[config.mk]
export PLATFORM = sky130hd
export DESIGN_NAME = quoted_list_tokenizer_flat
export DESIGN_NICKNAME = d
export VERILOG_FILES = /design/src/design/qlt_pkg.sv /design/src/design/qlt_if.sv /design/src/design/quoted_list_tokenizer.sv /design/src/flat_wrapper.sv
export SDC_FILE = /design/constraint.sdc
export NUM_CORES = 1
export LEC_CHECK = 0
export ABC_AREA = 1
export BUFFER_PORTS_ARGS = -buffer_cell sky130_fd_sc_hd__buf_2
export CORE_ASPECT_RATIO = 1.25
export CORE_MARGIN = 5
export CORE_UTILIZATION = 35
export CTS_BUF_LIST = sky130_fd_sc_hd__clkbuf_16
export CTS_CLUSTER_SIZE = 24
export DETAILED_ROUTE_END_ITERATION = 8
export PLACE_DENSITY_LB_ADDON = 0.2
export SLEW_MARGIN = 5
export SYNTH_ARGS = -nofsm -noshare
export SYNTH_HDL_FRONTEND = slang
export SYNTH_SLANG_ARGS = --single-unit
[constraint.sdc]
create_clock -name i_clk -period 4.6 [get_ports i_clk]
set_input_delay 0.69 -clock i_clk [delete_from_list [all_inputs] [get_ports i_clk]]
set_output_delay 0.69 -clock i_clk [all_outputs]
set_load 0.1 [all_outputs]
[src/design/qlt_pkg.sv]
`timescale 1ns / 1ps

package qlt_pkg;

    // Longest string whose bytes are tokenized; later bytes only raise overflow.
    localparam longint MAX_STRING_BYTES = 65536;
    // Positions run up to and including MAX_STRING_BYTES.
    localparam int POS_W = $clog2(MAX_STRING_BYTES + 1);
    localparam int OUT_W = 16;
    localparam int CHAR_W = 8;
    localparam int CMD_W = 2;
    localparam int CFG_IDX_W = 1;

    typedef logic [POS_W-1:0] t_pos;

    localparam t_pos POS_LIMIT = POS_W'(MAX_STRING_BYTES);
    localparam t_pos OUT_MAX = POS_W'((64'd1 << OUT_W) - 64'd1);

    // Input commands; the unused code behaves as CMD_END.
    localparam logic [CMD_W-1:0] CMD_BYTE = 2'd0;
    localparam logic [CMD_W-1:0] CMD_LAST = 2'd1;
    localparam logic [CMD_W-1:0] CMD_END = 2'd2;

    // Configuration register indexes.
    localparam logic [CFG_IDX_W-1:0] CFG_SEPARATOR = 1'b0;
    localparam logic [CFG_IDX_W-1:0] CFG_TRIM = 1'b1;

    localparam logic [CHAR_W-1:0] QUOTE_BYTE = 8'h22;
    localparam logic [CHAR_W-1:0] SPACE_BYTE = 8'h20;
    localparam logic [CHAR_W-1:0] TAB_BYTE = 8'h09;
    localparam logic [CHAR_W-1:0] SEPARATOR_RESET = 8'd44;

    typedef struct packed {
        logic [OUT_W-1:0] token_offset;
        logic [OUT_W-1:0] token_length;
        logic             list_done;
        logic             overflow;
    } t_result;

    function automatic logic [OUT_W-1:0] sat_out(input t_pos v);
        sat_out = (v > OUT_MAX) ? {OUT_W{1'b1}} : OUT_W'(v);
    endfunction

    // Token length from start and content end, less the closing quote in trim mode.
    function automatic t_pos token_len(input t_pos cend, input t_pos tstart,
                                       input logic lwq, input logic trim);
        t_pos len;
        len = (cend >= tstart) ? t_pos'(cend - tstart) : '0;
        if (trim && lwq && (len != '0)) begin
            len = t_pos'(len - t_pos'(1));
        end
        token_len = len;
    endfunction

endpackage

[src/design/qlt_if.sv]
`timescale 1ns / 1ps

interface qlt_in_if;
    logic                          valid;
    logic                          ready;
    logic [qlt_pkg::CMD_W-1:0]     cmd;
    logic [qlt_pkg::CHAR_W-1:0]    char_in;

    modport source(output valid, output cmd, output char_in, input ready);
    modport sink(input valid, input cmd, input char_in, output ready);
endinterface

interface qlt_out_if;
    logic                          valid;
    logic                          ready;
    logic [qlt_pkg::OUT_W-1:0]     token_offset;
    logic [qlt_pkg::OUT_W-1:0]     token_length;
    logic                          list_done;
    logic                          overflow;

    modport source(output valid, output token_offset, output token_length,
                   output list_done, output overflow, input ready);
    modport sink(input valid, input token_offset, input token_length,
                 input list_done, input overflow, output ready);
endinterface

[src/design/quoted_list_tokenizer.sv]
`timescale 1ns / 1ps

// Quoted list tokenizer.
// The input channel carries one beat per string byte: cmd says whether the
// byte is an inner byte, the final byte of the string, or a bare end of string.
// The output channel carries one beat per token: its offset and trimmed length,
// a list_done flag on the last token of the string, and the sticky overflow flag.
// The separator byte and the quote trim mode are written through the plain
// configuration port; the user must write them only while the block is idle,
// as the block itself does not enforce it. A beat accepted into the input
// register is processed once the result buffer has room; its tokens are then
// registered into the result buffer, from which they are offered on the output.
// Throughput is one input beat per cycle while the receiver takes every token;
// the only exception is a final byte that is a separator, which yields two
// tokens and fills the two-entry result buffer.
// When the receiver stalls, results wait in the buffer, the input register
// fills, and ready drops only once both are occupied.
// Reset clears the string state, empties both registers and restores the
// separator to comma with quote trimming off.
module quoted_list_tokenizer (
    input  logic                            i_clk,
    input  logic                            i_rst_n,
    qlt_in_if.sink                          i_in,
    qlt_out_if.source                       o_out,
    input  logic                            i_cfg_we,
    input  logic [qlt_pkg::CFG_IDX_W-1:0]   i_cfg_idx,
    input  logic [qlt_pkg::CHAR_W-1:0]      i_cfg_data
);
    import qlt_pkg::*;

    // Configuration registers.
    logic [CHAR_W-1:0] r_sep;
    logic              r_trim;

    // Input register.
    logic              r_in_valid;
    logic [CMD_W-1:0]  r_cmd;
    logic [CHAR_W-1:0] r_char;

    // String state.
    t_pos r_pos, n_pos;
    t_pos r_tstart, n_tstart;
    t_pos r_cend, n_cend;
    t_pos r_field, n_field;
    logic r_inside, n_inside;
    logic r_qopen, n_qopen;
    logic r_lwq, n_lwq;
    logic r_after, n_after;
    logic r_any, n_any;
    logic r_ovf, n_ovf;

    // Two-entry result buffer; entry 0 is the head.
    t_result    r_res [2];
    t_result    n_res [2];
    logic [1:0] r_cnt, n_cnt;

    logic    pop;
    logic    process;
    logic    ra_v, rb_v;
    t_result ra, rb;

    assign pop = o_out.valid && o_out.ready;
    // The buffer must have room for two tokens once this cycle's pop is done.
    assign process = r_in_valid && ((r_cnt == 2'd0) || ((r_cnt == 2'd1) && pop));
    assign i_in.ready = !r_in_valid || process;

    assign o_out.valid        = (r_cnt != 2'd0);
    assign o_out.token_offset = r_res[0].token_offset;
    assign o_out.token_length = r_res[0].token_length;
    assign o_out.list_done    = r_res[0].list_done;
    assign o_out.overflow     = r_res[0].overflow;

    always_ff @(posedge i_clk) begin
        if (!i_rst_n) begin
            r_sep  <= SEPARATOR_RESET;
            r_trim <= 1'b0;
        end else if (i_cfg_we) begin
            case (i_cfg_idx)
                CFG_SEPARATOR: r_sep <= i_cfg_data;
                CFG_TRIM:      r_trim <= i_cfg_data[0];
                default: ;
            endcase
        end
    end

    always_ff @(posedge i_clk) begin
        if (!i_rst_n) begin
            r_in_valid <= 1'b0;
        end else if (i_in.valid && i_in.ready) begin
            r_in_valid <= 1'b1;
        end else if (process) begin
            r_in_valid <= 1'b0;
        end
    end

    always_ff @(posedge i_clk) begin
        if (i_in.valid && i_in.ready) begin
            r_cmd  <= i_in.cmd;
            r_char <= i_in.char_in;
        end
    end

    // Byte step followed by the end-of-string step, both on the held beat.
    always_comb begin : proc_step
        t_pos pos1;
        logic is_space;
        logic is_sep;
        logic is_quote;
        logic byte_cmd;
        logic end_cmd;

        n_pos    = r_pos;
        n_tstart = r_tstart;
        n_cend   = r_cend;
        n_field  = r_field;
        n_inside = r_inside;
        n_qopen  = r_qopen;
        n_lwq    = r_lwq;
        n_after  = r_after;
        n_any    = r_any;
        n_ovf    = r_ovf;
        ra_v     = 1'b0;
        rb_v     = 1'b0;
        ra       = '0;
        rb       = '0;

        pos1     = t_pos'(r_pos + t_pos'(1));
        is_space = (r_char == SPACE_BYTE) || (r_char == TAB_BYTE);
        is_sep   = (r_char == r_sep);
        is_quote = (r_char == QUOTE_BYTE);
        byte_cmd = r_cmd inside {CMD_BYTE, CMD_LAST};
        end_cmd  = (r_cmd != CMD_BYTE);

        if (process && byte_cmd) begin
            if (r_pos >= POS_LIMIT) begin
                n_ovf = 1'b1;
            end else begin
                n_pos = pos1;
                if (!r_inside) begin
                    if (is_space) begin
                        // Leading whitespace is skipped.
                    end else if (is_sep) begin
                        ra_v = 1'b1;
                        ra.token_offset = sat_out(r_field);
                        ra.token_length = '0;
                        ra.overflow = r_ovf;
                        n_any   = 1'b1;
                        n_field = pos1;
                        n_after = 1'b1;
                    end else begin
                        n_inside = 1'b1;
                        n_cend   = pos1;
                        if (is_quote) begin
                            n_qopen  = 1'b1;
                            n_tstart = r_trim ? pos1 : r_pos;
                            n_lwq    = !r_trim;
                        end else begin
                            n_qopen  = 1'b0;
                            n_tstart = r_pos;
                            n_lwq    = 1'b0;
                        end
                    end
                end else if (is_sep && !r_qopen) begin
                    ra_v = 1'b1;
                    ra.token_offset = sat_out(r_tstart);
                    ra.token_length = sat_out(token_len(r_cend, r_tstart, r_lwq, r_trim));
                    ra.overflow = r_ovf;
                    n_any    = 1'b1;
                    n_field  = pos1;
                    n_after  = 1'b1;
                    n_inside = 1'b0;
                end else begin
                    if (is_quote) begin
                        n_qopen = !r_qopen;
                    end
                    if (!is_space) begin
                        n_cend = pos1;
                        n_lwq  = is_quote;
                    end
                end
            end
        end

        if (process && end_cmd) begin
            if (n_inside) begin
                rb_v = 1'b1;
                rb.token_offset = sat_out(n_tstart);
                rb.token_length = sat_out(token_len(n_cend, n_tstart, n_lwq, r_trim));
                rb.overflow = n_ovf;
            end else if (n_after || !n_any) begin
                // Trailing separator, or a string without any token.
                rb_v = 1'b1;
                rb.token_offset = sat_out(n_field);
                rb.token_length = '0;
                rb.overflow = n_ovf;
            end
            if (rb_v) begin
                rb.list_done = 1'b1;
            end else begin
                ra.list_done = 1'b1;
            end
            n_pos    = '0;
            n_tstart = '0;
            n_cend   = '0;
            n_field  = '0;
            n_inside = 1'b0;
            n_qopen  = 1'b0;
            n_lwq    = 1'b0;
            n_after  = 1'b0;
            n_any    = 1'b0;
            n_ovf    = 1'b0;
        end
    end

    // Result buffer: the head leaves on a pop; a processed beat always finds
    // the buffer empty after that pop, so its tokens land from entry 0 up.
    always_comb begin
        n_res = r_res;
        n_cnt = r_cnt;
        if (pop) begin
            n_res[0] = r_res[1];
            n_cnt    = r_cnt - 2'd1;
        end
        if (ra_v && rb_v) begin
            n_res[0] = ra;
            n_res[1] = rb;
            n_cnt    = 2'd2;
        end else if (ra_v) begin
            n_res[0] = ra;
            n_cnt    = 2'd1;
        end else if (rb_v) begin
            n_res[0] = rb;
            n_cnt    = 2'd1;
        end
    end

    always_ff @(posedge i_clk) begin
        r_res <= n_res;
    end

    always_ff @(posedge i_clk) begin
        if (!i_rst_n) begin
            r_cnt    <= 2'd0;
            r_pos    <= '0;
            r_tstart <= '0;
            r_cend   <= '0;
            r_field  <= '0;
            r_inside <= 1'b0;
            r_qopen  <= 1'b0;
            r_lwq    <= 1'b0;
            r_after  <= 1'b0;
            r_any    <= 1'b0;
            r_ovf    <= 1'b0;
        end else begin
            r_cnt    <= n_cnt;
            r_pos    <= n_pos;
            r_tstart <= n_tstart;
            r_cend   <= n_cend;
            r_field  <= n_field;
            r_inside <= n_inside;
            r_qopen  <= n_qopen;
            r_lwq    <= n_lwq;
            r_after  <= n_after;
            r_any    <= n_any;
            r_ovf    <= n_ovf;
        end
    end

    // The result buffer never holds more than its two entries.
    a_cnt_bound: assert property (@(posedge i_clk) disable iff (!i_rst_n)
        r_cnt != 2'd3)
        else $error("result buffer count out of range");

    // The byte position stops at the string limit.
    a_pos_bound: assert property (@(posedge i_clk) disable iff (!i_rst_n)
        r_pos <= POS_LIMIT)
        else $error("byte position beyond string limit");

    // An end of string leaves the tokenizer at the start of a fresh string.
    a_end_clears: assert property (@(posedge i_clk) disable iff (!i_rst_n)
        (process && (r_cmd != CMD_BYTE)) |=> ((r_pos == '0) && !r_inside && !r_ovf))
        else $error("string state not cleared after end of string");

    // A processed beat that ends a string always produces at least one token.
    a_end_emits: assert property (@(posedge i_clk) disable iff (!i_rst_n)
        (process && (r_cmd != CMD_BYTE)) |-> (ra_v || rb_v))
        else $error("end of string without a token");

endmodule
[src/flat_wrapper.sv]
// flat-port wrapper written by rule: the top's interface ports become plain ports
module quoted_list_tokenizer_flat import qlt_pkg::*;
  (i_clk, i_rst_n, i_cfg_we, i_cfg_idx, i_cfg_data, i_in_valid, i_in_cmd, i_in_char_in, i_in_ready, o_out_valid, o_out_token_offset, o_out_token_length, o_out_list_done, o_out_overflow, o_out_ready);
  qlt_in_if i_in_i ();
  qlt_out_if o_out_i ();
  input  logic i_clk;
  input  logic i_rst_n;
  input  logic i_cfg_we;
  input  logic [qlt_pkg::CFG_IDX_W-1:0] i_cfg_idx;
  input  logic [qlt_pkg::CHAR_W-1:0] i_cfg_data;
  input wire logic [$bits(i_in_i.valid)-1:0] i_in_valid;
  input wire logic [$bits(i_in_i.cmd)-1:0] i_in_cmd;
  input wire logic [$bits(i_in_i.char_in)-1:0] i_in_char_in;
  output wire logic [$bits(i_in_i.ready)-1:0] i_in_ready;
  output wire logic [$bits(o_out_i.valid)-1:0] o_out_valid;
  output wire logic [$bits(o_out_i.token_offset)-1:0] o_out_token_offset;
  output wire logic [$bits(o_out_i.token_length)-1:0] o_out_token_length;
  output wire logic [$bits(o_out_i.list_done)-1:0] o_out_list_done;
  output wire logic [$bits(o_out_i.overflow)-1:0] o_out_overflow;
  input wire logic [$bits(o_out_i.ready)-1:0] o_out_ready;
  assign i_in_i.valid = i_in_valid;
  assign i_in_i.cmd = i_in_cmd;
  assign i_in_i.char_in = i_in_char_in;
  assign i_in_ready = i_in_i.ready;
  assign o_out_valid = o_out_i.valid;
  assign o_out_token_offset = o_out_i.token_offset;
  assign o_out_token_length = o_out_i.token_length;
  assign o_out_list_done = o_out_i.list_done;
  assign o_out_overflow = o_out_i.overflow;
  assign o_out_i.ready = o_out_ready;
  quoted_list_tokenizer u_core (.i_clk(i_clk), .i_rst_n(i_rst_n), .i_in(i_in_i), .o_out(o_out_i), .i_cfg_we(i_cfg_we), .i_cfg_idx(i_cfg_idx), .i_cfg_data(i_cfg_data));
endmodule
# Word level (Yosys, flattened, before mapping)
# Index checks and enable logic that the tools add are counted.
[word_totals] reg_bits=164 inputBits=24 output_inout_bits=36 wordCells=199
[classes] addsub=6 n_lt_le_gt_ge=9 eq_ne=10 muxes=110 bitwise=3 reduce_logical=36
[ops] cell="17-bit two-way mux" count=30
[ops] cell="32-bit two-way mux" count=8
[ops] cell="34-bit two-way mux" count=5
[ops] cell="17-bit by 16-bit > comparator with 1-bit output (second input constant)" count=6
[ops] cell="16-bit two-way mux" count=6
[ops] cell="1-bit two-way mux" count=57
[ops] cell="17-bit greater-or-equal comparator" count=2
[ops] cell="17-bit nonzero test" count=2
[ops] cell="17-bit by 1-bit subtractor with 17-bit output (second input constant)" count=2
[ops] cell="17-bit subtractor" count=2
[ops] cell="17-bit by 1-bit adder with 17-bit output (second input constant)" count=1
[ops] cell="17-bit greater-or-equal comparator (second input constant)" count=1
[ops] cell="8-bit by 6-bit equality test with 1-bit output (second input constant)" count=2
[ops] cell="1-bit logical AND" count=12
[ops] cell="8-bit by 4-bit equality test with 1-bit output (second input constant)" count=1
[ops] cell="8-bit equality test" count=1
[ops] cell="2-bit two-way mux" count=4
[ops] cell="2-bit nonzero test" count=4
[ops] cell="2-bit AND reduction" count=3
[ops] cell="6-bit AND reduction" count=1
[ops] cell="2-bit by 1-bit equality test with 1-bit output (second input constant)" count=2
[ops] cell="1-bit zero test" count=4
[ops] cell="2-bit zero test" count=2
[ops] cell="1-bit logical OR" count=4
[ops] cell="other kinds (7)" count=12

# Longest topological paths before layout
# Gate-level depths: netlist (run 1).
[depth] depth_word=22 mapped_depth=37

# Worst setup path after synthesis (run 1)
# OpenSTA, ideal clock, no wires.
[synth_timing] kind="reg2reg" start="register u_core.r_cnt[0]" end="register u_core.r_res (netlist bit u_core.o_out.token_length[1]) (data pin)" setup_time_ns=0.259 arrival_ns=4.474 slack_ns=-0.133 path_stages_with_launch=36 n_path_buf=5 period_less_slack_ns=4.733 path_cell_list="dfxtp_1 inv_1 ha_1 inv_2 nand2_1 nand2_1 nor2_2 nand2_1 nor2_4 nand2_1 clkinv_1 clkbuf_1 o22ai_1 inv_1 ha_1 nand2_1 inv_1 nand2_1 nand2_1 nand2_1 nand2_1 nor2_2 nand2_4 buf_8 buf_6 nand2_1 ha_1 nand2_1 nor2_4 nand4_2 buf_6 buf_6 nand3b_2 nand3_1 nand2_1 nand3_1"
[synth_rtl] element="from (decl)" line="quoted_list_tokenizer.sv:55" text="logic [1:0] r_cnt, n_cnt;"
[synth_rtl] element="from (signal assigned)" line="quoted_list_tokenizer.sv:255" text="r_cnt <= n_cnt;"
[synth_rtl] element="to (signal assigned)" line="quoted_list_tokenizer.sv:238" text="r_res <= n_res;"
[synth_rtl] element="to (decl)" line="quoted_list_tokenizer.sv:53" text="t_result r_res [2];"

==> summary.md, run 1 <==
| Metric | Value |
|---|---|
| Slack of the critical path | 0.223 ns |
| R2r setup slk | 0.22 ns |
| Least-Margin Pin Slew | 0.942 ns |
| Clk Latency, worst-skew pair | 0.44 ns |
| Final setup fails | 0 |
| Met2 WL | 18900 um |
| DP HPWL | 29900 um |
| Drt first pass iters | 6 |
| Vias in the first global route | 11200 |
| PD cells | 683 nW/um2 |
| Type of origin of the critical path | register |
| Yosys cell types | 48 |
| Ports | 60 |
| Outcome | finished clean |
| Number of max-slew violations in the final report | 0 |
| # diodes | 0 |
| Fmax achieved | 228 MHz |
| CP most frequent cell | nand2_1 |
| Setup CP Type | reg2reg |
| Placed Area | 13400 um2 |
| H-tree depth | 4 |
| Syn Area/Cell | 6.80 um2 |
| Top Metal Used | met4 |
| Total number of vias | 11600 |
| Final Cell Area | 14600 um2 |
| Place WS | -0.178 ns |
| Yosys top cell area share | 19.9% |
| Critical Path End Type | register |
| CP arrival | 4.55 ns |
| Number of enable flip-flop cells after synthesis | 78 |
| Die ar. | 37500 um2 |
| Post-Synthesis Cells | 1735 |
| Max-cap violations | 0 |
| Max transition margin | 37.1% |
| Die height | 215 um |
| #FFs+latches synth | 164 |
| Synth-to-Final Area Change | 23.8% |
| Post-Synthesis Net Count | 1801 |
| Starting DRT DRC Count | 748 |
| CTS tree | yes |
| Clock Sinks | 164 |
| CORE AREA | 33400 um2 |
| Layout Skew | 0.0116 ns |
| Hold Violations, Final | 0 |
| Cells after DPL | 2303 |
| Total CTS buffers | 17 |
| Die X | 174 um |
| Routed Antenna Nets | 0 |
| Max IR drop VDD | 0.000309 V |
| Worst hold-check path type | in2reg |
| Synth async-reset ratio | 0% |
| Number of buffers added on ports | 59 |
| Rows | 75 |
| Post-synth top area cell | edfxtp_1 |
| Post-route clock period utilization | 95.1% |
| Largest net degree at the start of global routing | 40 |
| Dominant synthesized flop cell | dfxtp_1 |
| Fill count | 3468 |
| Final worst path period need | 4.38 ns |
| Post-Layout Cell Count | 2347 |
| Metal-1 WL | 16000 um |
| Wire length of the first global-routing pass | 60200 um |
| Metal3 WL | 1270 um |
| Leakage power figure | 0.00728 uW |
| Reg clk slew, reported paths | 0.07 ns |
| Initial antenna violation count | 0 |
| Synthesis Warnings | 0 |
| Largest cells by area after synthesis | edfxtp_1 20%, nand2_1 17%, dfxtp_1 15% |
| Total chip power | 9980 uW |
| Post-Syn Area | 11800 um2 |
| # DRC | 0 |
| Worst-path fanout max | 19 |
| WL final | 38300 um |
| Fin nets | 1977 |
| Slowest library cell on the worst path | dfxtp_1 |
| GPL Wtd Cong | 0.912 |
| Share of cells above drive strength 1 | 23.1% |
| Remaining global-route overflow | 0 |
| GRT Util Overall | 20.0% |
| Vias per std cell | 4.95 |
| CTS Root Buffer Type | clkbuf_16 |
| Drt wl/cell | 16.3 um |
| Initial Util | 35.3% |
| Data required time at the worst endpoint | 4.77 ns |
| Crit-path max cell delay | 0.33 ns |
| Longest Clk Path Bufs | 2 |
| Register area share after synthesis | 34.4% |
[placed cells by master, fill, tap and decap left out, types with 5 or more instances in the layout]
master	netlist	layout
nand2_1	525	512
inv_1	239	234
buf_4	39	173
nor2_1	161	137
nand3_1	128	126
dfxtp_1	86	86
edfxtp_1	78	78
o21ai_0	80	73
buf_2	14	59
a21oi_1	56	48
nand4_1	29	29
inv_2	22	28
nor2_2	5	24
ha_1	40	24
nand2_2	10	23
xor2_1	23	21
o22ai_1	27	20
clkbuf_16	0	18
xnor2_1	19	17
nand3_2	16	16
nand3b_1	13	13
nor2_4	7	12
a21oi_2	5	12
o21ai_1	11	12
ha_4	0	12
o211ai_1	10	10
nor3_1	10	9
a211oi_1	9	9
o21ai_2	2	8
o22ai_2	0	7
and2_1	7	7
nand2_4	5	5
buf_12	0	5
[cell families after synthesis]
| kind of cell | count (synthesis) | synth area share, % |
|---|---|---|
| AND/OR/NAND/NOR | 927 | 34.6 |
| buffers and inverters | 351 | 13.2 |
| AO/OA/AOI/OAI | 209 | 10.1 |
| flip-flops | 164 | 34.4 |
| XOR/XNOR | 42 | 3.12 |
| adder cells (fa/ha/maj) | 42 | 4.58 |
[cell type report]
class	instances	area, um2	area share (%)
Sequential cell	164	4060	27.8
Clock inverter	14	156	1.07
Timing Repair Buffer	243	1770	12.1
Clock buffer	18	450	3.08
Inverter	265	1010	6.90
Tap cell	423	529	3.62
Multi-Input combinational cell	1220	6630	45.4
[worst max-delay path, delay by kind of cell, from the launching register on]
family | cells | cell delay, ns
xor gates and xnor gates | 1 | 0.13
DFF | 1 | 0.33
and+or+nand+nor | 20 | 2.36
buffers and inverters | 5 | 0.69
adders and majority gates | 1 | 0.31
AOI/OAI and AO/OA | 1 | 0.27
[stage by stage]
step	hold WS (ns)	util, %	TNS (ns)
detailed placement	0.451	40.2	-3.64
floorplan	0.435	-	0
CTS	0.413	42.1	0
finish	0.428	43.7	0
global route	0.414	43.7	-0.243
global placement	0.447	40.2	-2.32
[power by group]
group          internal [uW]  leakage [uW]  switching (uW)  total (uW)
Combinational           2470       0.00549            4220        6690
Sequential              1700       0.00149            76.2        1780
Clock                    883      0.000308             629        1510
Total                   5060       0.00728            4920        9980
[routing by layer]
| layer | up-vias | global-route usage (%) |
|---|---|---|
| li1 | 5882 | - |
| met4 | 0 | 9.77 |
| met5 | - | 0 |
| met3 | 97 | 2.41 |
| met1 | 5362 | 24.2 |
| met2 | 288 | 35.2 |
[sequential cells by signal, indices dropped and copies added, names as in the netlist, 2 cells and up]
signal and flops:
u_core.r_res 34, u_core.r_char 8, u_core.o_out.token_offset 16, u_core.r_field 17, u_core.o_out.token_length 16, u_core.r_tstart 17
u_core.r_sep 8, u_core.r_cend 17, u_core.r_pos 17, u_core.r_cmd 2, u_core.r_cnt 2
[final timing paths]
kind	start	endpoint	cells after the start
min reg2reg	u_core.r_after	u_core.r_after	2
min	i_in_cmd[0]	u_core.r_cmd[0]	1
max	u_core.r_pos[1]	u_core.o_out.token_length[12]	28
max reg2reg	u_core.r_pos[1]	u_core.o_out.token_length[12]	28
[synthesized netlist by cell type (all sizes together), types with 13 or more instances]
cell type	count
a21oi	61
buf	64
clkbuf	22
dfxtp	86
edfxtp	78
ha	40
inv	261
nand2	540
nand3	145
nand3b	14
nand4	30
nor2	173
nor3	13
o21ai	93
o22ai	27
xnor2	19
xor2	23
[what timing repair did]
| action | 4_1_cts | 5_1_grt |
|---|---|---|
| setup endpoints to repair | 18 | 32 |
| resized for setup | 4 | 112 |
| pin swaps | 1 | 23 |
| setup buffers | 0 | 12 |
| hold buffers | 0 | 0 |
No activity file was read; power rests on OpenSTA's default activity.
==> run 2, diff against run 1 <==
--- a/config.mk
+++ b/config.mk
@@ -7,9 +7,11 @@
 export LEC_CHECK = 0
 export ABC_AREA = 1
 export BUFFER_PORTS_ARGS = -buffer_cell sky130_fd_sc_hd__buf_2
+export CELL_PAD_IN_SITES_DETAIL_PLACEMENT = 1
+export CELL_PAD_IN_SITES_GLOBAL_PLACEMENT = 2
 export CORE_ASPECT_RATIO = 1.25
 export CORE_MARGIN = 5
-export CORE_UTILIZATION = 35
+export CORE_UTILIZATION = 32
 export CTS_BUF_LIST = sky130_fd_sc_hd__clkbuf_16
 export CTS_CLUSTER_SIZE = 24
 export DETAILED_ROUTE_END_ITERATION = 8
==> run 2 against run 1 <==
  * Routed wire length grew 20%
  * Combinational power grew 13%
  * Non-clock buffer count grew 52
==> summary.md, run 2 (synthesized netlist as in run 1, its figures left out) <==
| Metric | Value |
|---|---|
| Leakage power figure | 0.00760 uW (+4.4%) |
| Met2 WL | 24200 um (+28%) |
| Crit-path max cell delay | 0.41 ns (+0.08 ns) |
| Die ar. | 40800 um2 (+8.9%) |
| Synth-to-Final Area Change | 30.4% |
| Final worst path period need | 4.44 ns (+0.0603 ns) |
| CTS Root Buffer Type | clkbuf_16 |
| Cells after DPL | 2393 (+3.9%) |
| Top reg by flops | u_core.r_res |
| Hold Violations, Final | 0 (unchanged) |
| Most common cell after layout, fill and taps aside | nand2_1 |
| Max IR drop VDD | 0.000318 V (+2.9%) |
| Max transition margin | 35.5% (-1.5 points) |
| Routed Antenna Nets | 0 (unchanged) |
| # diodes | 0 (unchanged) |
| Final setup fails | 0 (unchanged) |
| CTS tree | yes |
| Top Metal Used | met4 |
| Slowest library cell on the worst path | edfxtp_1 |
| Die height | 225 um (+4.4%) |
| Fmax achieved | 225 MHz (-1.4%) |
| Post-Layout Cell Count | 2457 (+4.7%) |
| CP most frequent cell | nand2_1 |
| Remaining global-route overflow | 0 (unchanged) |
| Data required time at the worst endpoint | 4.80 ns (+0.03 ns) |
| Vias in the first global route | 12300 (+9.7%) |
| Metal3 WL | 1110 um (-13%) |
| Vias per std cell | 4.90 (-1.2%) |
| Setup CP Type | reg2reg |
| Least-Margin Pin Slew | 0.965 ns (+0.0226 ns) |
| Layout Skew | 0.0150 ns (+0.00347 ns) |
| Worst-path fanout max | 11 (-8) |
| Max-cap violations | 0 (unchanged) |
| Post-route clock period utilization | 96.5% (+1.3 points) |
| Type of origin of the critical path | register |
| CP arrival | 4.63 ns (+0.08 ns) |
| Clk Latency, worst-skew pair | 0.45 ns (about the same) |
| Max reg flops | 34 (unchanged) |
| CP bufs+invs | 5 (unchanged) |
| Hold-fix buffers, CTS | 0 (unchanged) |
| Worst hold-check path type | in2reg |
| DP HPWL | 36100 um (+21%) |
| Rows | 78 (+4.0%) |
| Critical Path End Type | register |
| Number of buffers added on ports | 59 (unchanged) |
| Metal-1 WL | 18700 um (+17%) |
| Total number of vias | 12000 (+3.5%) |
| Longest Clk Path Bufs | 2 (unchanged) |
| Wire length of the first global-routing pass | 68900 um (+14%) |
| Die X | 182 um (+4.3%) |
| GPL Wtd Cong | 0.907 (-0.54%) |
| Most frequent cells in the layout | 485 x nand2_1, 223 x inv_1, 212 x buf_4 |
| Drt wl/cell | 18.7 um (+14%) |
| Drt first pass iters | 5 (-1) |
| Ports | 60 (unchanged) |
| Fin nets | 2030 (+2.7%) |
| Number of max-slew violations in the final report | 0 (unchanged) |
| Setup TNS | 0 ns (unchanged) |
| H-tree depth | 4 (unchanged) |
| Largest net degree at the start of global routing | 62 (+55%) |
| Outcome | finished clean |
| Initial antenna violation count | 0 (unchanged) |
| Clock Sinks | 164 (unchanged) |
| Reg clk slew, reported paths | 0.08 ns (about the same) |
| Total CTS buffers | 17 (unchanged) |
| Initial Util | 32.4% (-2.9 points) |
| Share of cells above drive strength 1 | 27.6% (+4.5 points) |
| PD cells | 706 nW/um2 (+3.4%) |
| # DRC | 0 (unchanged) |
| Delay-heaviest family, CP | simple AND/OR/NAND/NOR gates |
| Starting DRT DRC Count | 554 (-26%) |
| CORE AREA | 36400 um2 (+9.0%) |
| GRT Util Overall | 21.5% (+1.5 points) |
| WL final | 45900 um (+20%) |
[run 2: changes by cell type in the layout (fill, tap and decap cells not counted), sizes merged]
cell	before	now
inv	268	272
buf	243	290
bufinv	3	1
nand2	540	541
clkinvlp	1	0
clkbuf	18	22
[run 2: what timing repair did]
action	CTS	global route
gates resized for setup	40	158
gates cloned	0	6
buffers inserted	0	26
pin swaps	2	29
endpoints found under the setup margin	32	32
endpoints found under the hold margin	0	0
[run 2: power by group]
group	internal (uW)	switching, uW
sequential	1700	97.0
clock	772	700
combinational	2880	4710
total	5360	5510
[run 2: through the flow]
step | setup slack, ns | utilization [%] | total power (uW) | hold slack, ns | cell area, um2
floorplan | 0.00816 | - | 6280 | 0.435 | 11800
global placement | -0.385 | 37.8 | 8570 | 0.448 | 13800
detailed placement | -0.448 | 37.8 | 8650 | 0.459 | 13800
CTS | 0.0103 | 39.8 | 10200 | 0.391 | 14500
global route | -0.0591 | 42.3 | 11700 | 0.392 | 15400
finish | 0.163 | 42.3 | 10900 | 0.409 | 15400
[run 2: worst register-to-register path, delay by kind of cell (launching register included)]
family | cells | cell delay [ns]
AND/OR/NAND/NOR | 18 | 2.21
flip-flops | 1 | 0.41
AO/OA/AOI/OAI | 4 | 0.48
buffers and inverters | 5 | 0.78
adder cells (fa/ha/maj) | 1 | 0.30
[run 2: per-layer routing]
metal | global-route usage, % | vias up
met2 | 40.7 | 190
met3 | 2.62 | 74
met4 | 8.45 | 0
li1 | - | 5979
met5 | 0 | -
met1 | 24.4 | 5790
[run 2: area by class of cell]
class | instances | area (um2)
Clock inverter | 15 | 159
Clock buffer | 17 | 425
Timing Repair Buffer | 295 | 2300
Multi-Input combinational cell | 1221 | 6830
Fill cell | 4591 | 21000
Inverter | 265 | 1000
Sequential cell | 164 | 4070
Tap cell | 480 | 601
[run 2: worst paths after layout]
check / startpoint / depth (start not counted) / end / slack [ns]
worst max-delay path: u_core.r_char[7] / 28 / u_core.o_out.token_length[9] / 0.16
worst min-delay path: i_in_char_in[6] / 1 / u_core.r_char[6] / 0.41
worst max register to register: u_core.r_char[7] / 28 / u_core.o_out.token_length[9] / 0.16
worst min register to register: u_core.r_sep[4] / 2 / u_core.r_sep[4] / 0.47
==> run 3, diff against run 2 <==
--- a/config.mk
+++ b/config.mk
@@ -16,6 +16,7 @@
 export CTS_CLUSTER_SIZE = 24
 export DETAILED_ROUTE_END_ITERATION = 8
 export PLACE_DENSITY_LB_ADDON = 0.2
+export RECOVER_POWER = 100
 export SLEW_MARGIN = 5
 export SYNTH_ARGS = -nofsm -noshare
 export SYNTH_HDL_FRONTEND = slang
==> run 3 against run 2 <==
  * Critical path depth did not move
  * Largest cell class unchanged
  * Highest routed layer unchanged
  * Register-to-register slack about the same
  * Sequential cell count stayed put
  * Worst setup slack improved by 0.011 ns
  * Via count is 0.17% higher
==> summary.md, run 3 (synthesized netlist as in run 1, its figures left out) <==
| Metric | Value |
|---|---|
| Hold-fix buffers, CTS | 0 (unchanged) |
| CTS Root Buffer Type | clkbuf_16 |
| CP most frequent cell | nand2_1 |
| H-tree depth | 4 (unchanged) |
| Reg clk slew, reported paths | 0.08 ns (about the same) |
| CP arrival | 4.62 ns (about the same) |
| Rows | 78 (unchanged) |
| Top reg by flops | u_core.r_res |
| Max transition margin | 20.1% (-15 points) |
| Vias per std cell | 4.91 (+0.17%) |
| Vias in the first global route | 12300 (unchanged) |
| Clk Latency, worst-skew pair | 0.45 ns (about the same) |
| DP HPWL | 36100 um (unchanged) |
| Final worst path period need | 4.43 ns (-0.0113 ns) |
| Number of buffers added on ports | 59 (unchanged) |
| Type of origin of the critical path | register |
| Data required time at the worst endpoint | 4.80 ns (about the same) |
| Worst hold slack | 0.409 ns (+0.000142 ns) |
| # diodes | 0 (unchanged) |
| Initial antenna violation count | 0 (unchanged) |
| Outcome | finished clean |
| Setup TNS | 0 ns (unchanged) |
| FF/Latch Area | 4070 um2 (unchanged) |
| Multi-input logic area | 6830 um2 (unchanged) |
| Fin nets | 2030 (unchanged) |
| Number of max-slew violations in the final report | 0 (unchanged) |
| Worst hold-check path type | in2reg |
| Crit-path max cell delay | 0.41 ns (about the same) |
| PD cells | 708 nW/um2 (+0.19%) |
| Critical Path End Type | register |
| Die ar. | 40800 um2 (unchanged) |
| GRT Util Overall | 21.5% (unchanged) |
| Slowest library cell on the worst path | edfxtp_1 |
| Remaining global-route overflow | 0 (unchanged) |
| Least-Margin Pin Slew | 1.20 ns (+0.239 ns) |
| Max-cap violations | 0 (unchanged) |
| Hold Violations, Final | 0 (unchanged) |
| Max reg flops | 34 (unchanged) |
| Drt first pass iters | 5 (unchanged) |
| Starting DRT DRC Count | 554 (unchanged) |
| Largest net degree at the start of global routing | 62 (unchanged) |
| Leakage power figure | 0.00749 uW (-1.5%) |
| Max IR drop VDD | 0.000319 V (+0.29%) |
| Share of cells above drive strength 1 | 25.7% (-1.9 points) |
| Ports | 60 (unchanged) |
| Die X | 182 um (unchanged) |
| Total CTS buffers | 17 (unchanged) |
| Die height | 225 um (unchanged) |
| Post-route clock period utilization | 96.2% (-0.25 points) |
| Final setup fails | 0 (unchanged) |
| Initial Util | 32.4% (unchanged) |
| Routed Antenna Nets | 0 (unchanged) |
| Most frequent cells in the layout | 485 x nand2_1, 223 x inv_1, 209 x buf_4 |
| Total number of vias | 12100 (+0.17%) |
| CORE AREA | 36400 um2 (unchanged) |
| Most common cell after layout, fill and taps aside | nand2_1 |
| Fill count | 4599 (+0.17%) |
| Worst-path fanout max | 11 (unchanged) |
| Setup CP Type | reg2reg |
| Wire length of the first global-routing pass | 68900 um (unchanged) |
| # DRC | 0 (unchanged) |
| GPL Wtd Cong | 0.907 (unchanged) |
| Longest Clk Path Bufs | 2 (unchanged) |
| Layout Skew | 0.0147 ns (-0.000304 ns) |
| Clock Sinks | 164 (unchanged) |
| CTS tree | yes |
| Fmax achieved | 226 MHz (+0.26%) |
| Synth-to-Final Area Change | 29.9% |
| WL final | 46000 um (+0.13%) |
| Drt wl/cell | 18.7 um (+0.13%) |
==> run 3: layout make-up <==
class,count,share of cell area [%]
clock inverters,15,1.04
inverters,265,6.54
repair buffers,295,14.7
multi-input cells,1221,44.5
well taps,480,3.92
flip-flops and latches,164,26.5
clock buffers,17,2.78
==> run 3: power breakdown <==
group | total, uW | switching, uW | internal (uW)
Sequential | 1800 | 98.6 | 1700
Combinational | 7570 | 4710 | 2860
Clock | 1470 | 703 | 772
Total | 10800 | 5510 | 5330
==> run 3: what timing repair did <==
item                       in CTS  in global routing
gates resized for setup        40                158
buffers inserted                0                 26
setup endpoints to repair      32                 32
gates cloned                    0                  6
pin swaps                       2                 29
==> run 3: stage by stage <==
| step | worst slack (ns) | total power (uW) | std cells | utilization [%] | cell area [um2] |
|---|---|---|---|---|---|
| floorplan | 0.00816 | 6280 | 1735 | - | 11800 |
| global placement | -0.385 | 8570 | 2393 | 37.8 | 13800 |
| detailed placement | -0.448 | 8650 | 2393 | 37.8 | 13800 |
| CTS | 0.0103 | 10200 | 2425 | 39.8 | 14500 |
| global route | -0.0591 | 11600 | 2457 | 42.1 | 15300 |
| finish | 0.174 | 10800 | 2457 | 42.1 | 15300 |
==> run 3: path summary, 6_finish.rpt <==
| check | from | endpoint | slack (ns) | depth (start not counted) |
|---|---|---|---|---|
| worst max register to register | u_core.r_char[7] | u_core.o_out.token_length[9] | 0.17 | 28 |
| worst max-delay path | u_core.r_char[7] | u_core.o_out.token_length[9] | 0.17 | 28 |
| worst min register to register | u_core.r_sep[4] | u_core.r_sep[4] | 0.48 | 2 |
| worst min-delay path | i_in_char_in[6] | u_core.r_char[6] | 0.41 | 1 |
==> run 3: layer usage <==
| metal | up-vias | global-route usage, % | part of all wire [%] |
|---|---|---|---|
| met1 | 5803 | 24.4 | 41 |
| li1 | 5980 | - | - |
| met2 | 194 | 40.7 | 53 |
| met4 | 0 | 8.45 | 4.1 |
| met5 | - | 0 | 0 |
| met3 | 76 | 2.62 | 2.4 |
==> run 3: worst max-delay path: cells and delay by family (launching register included) <==
family | cells | cell delay, ns
compound gates | 4 | 0.49
flops | 1 | 0.41
fa+ha+maj | 1 | 0.30
simple gates | 18 | 2.20
buf+inv | 5 | 0.74
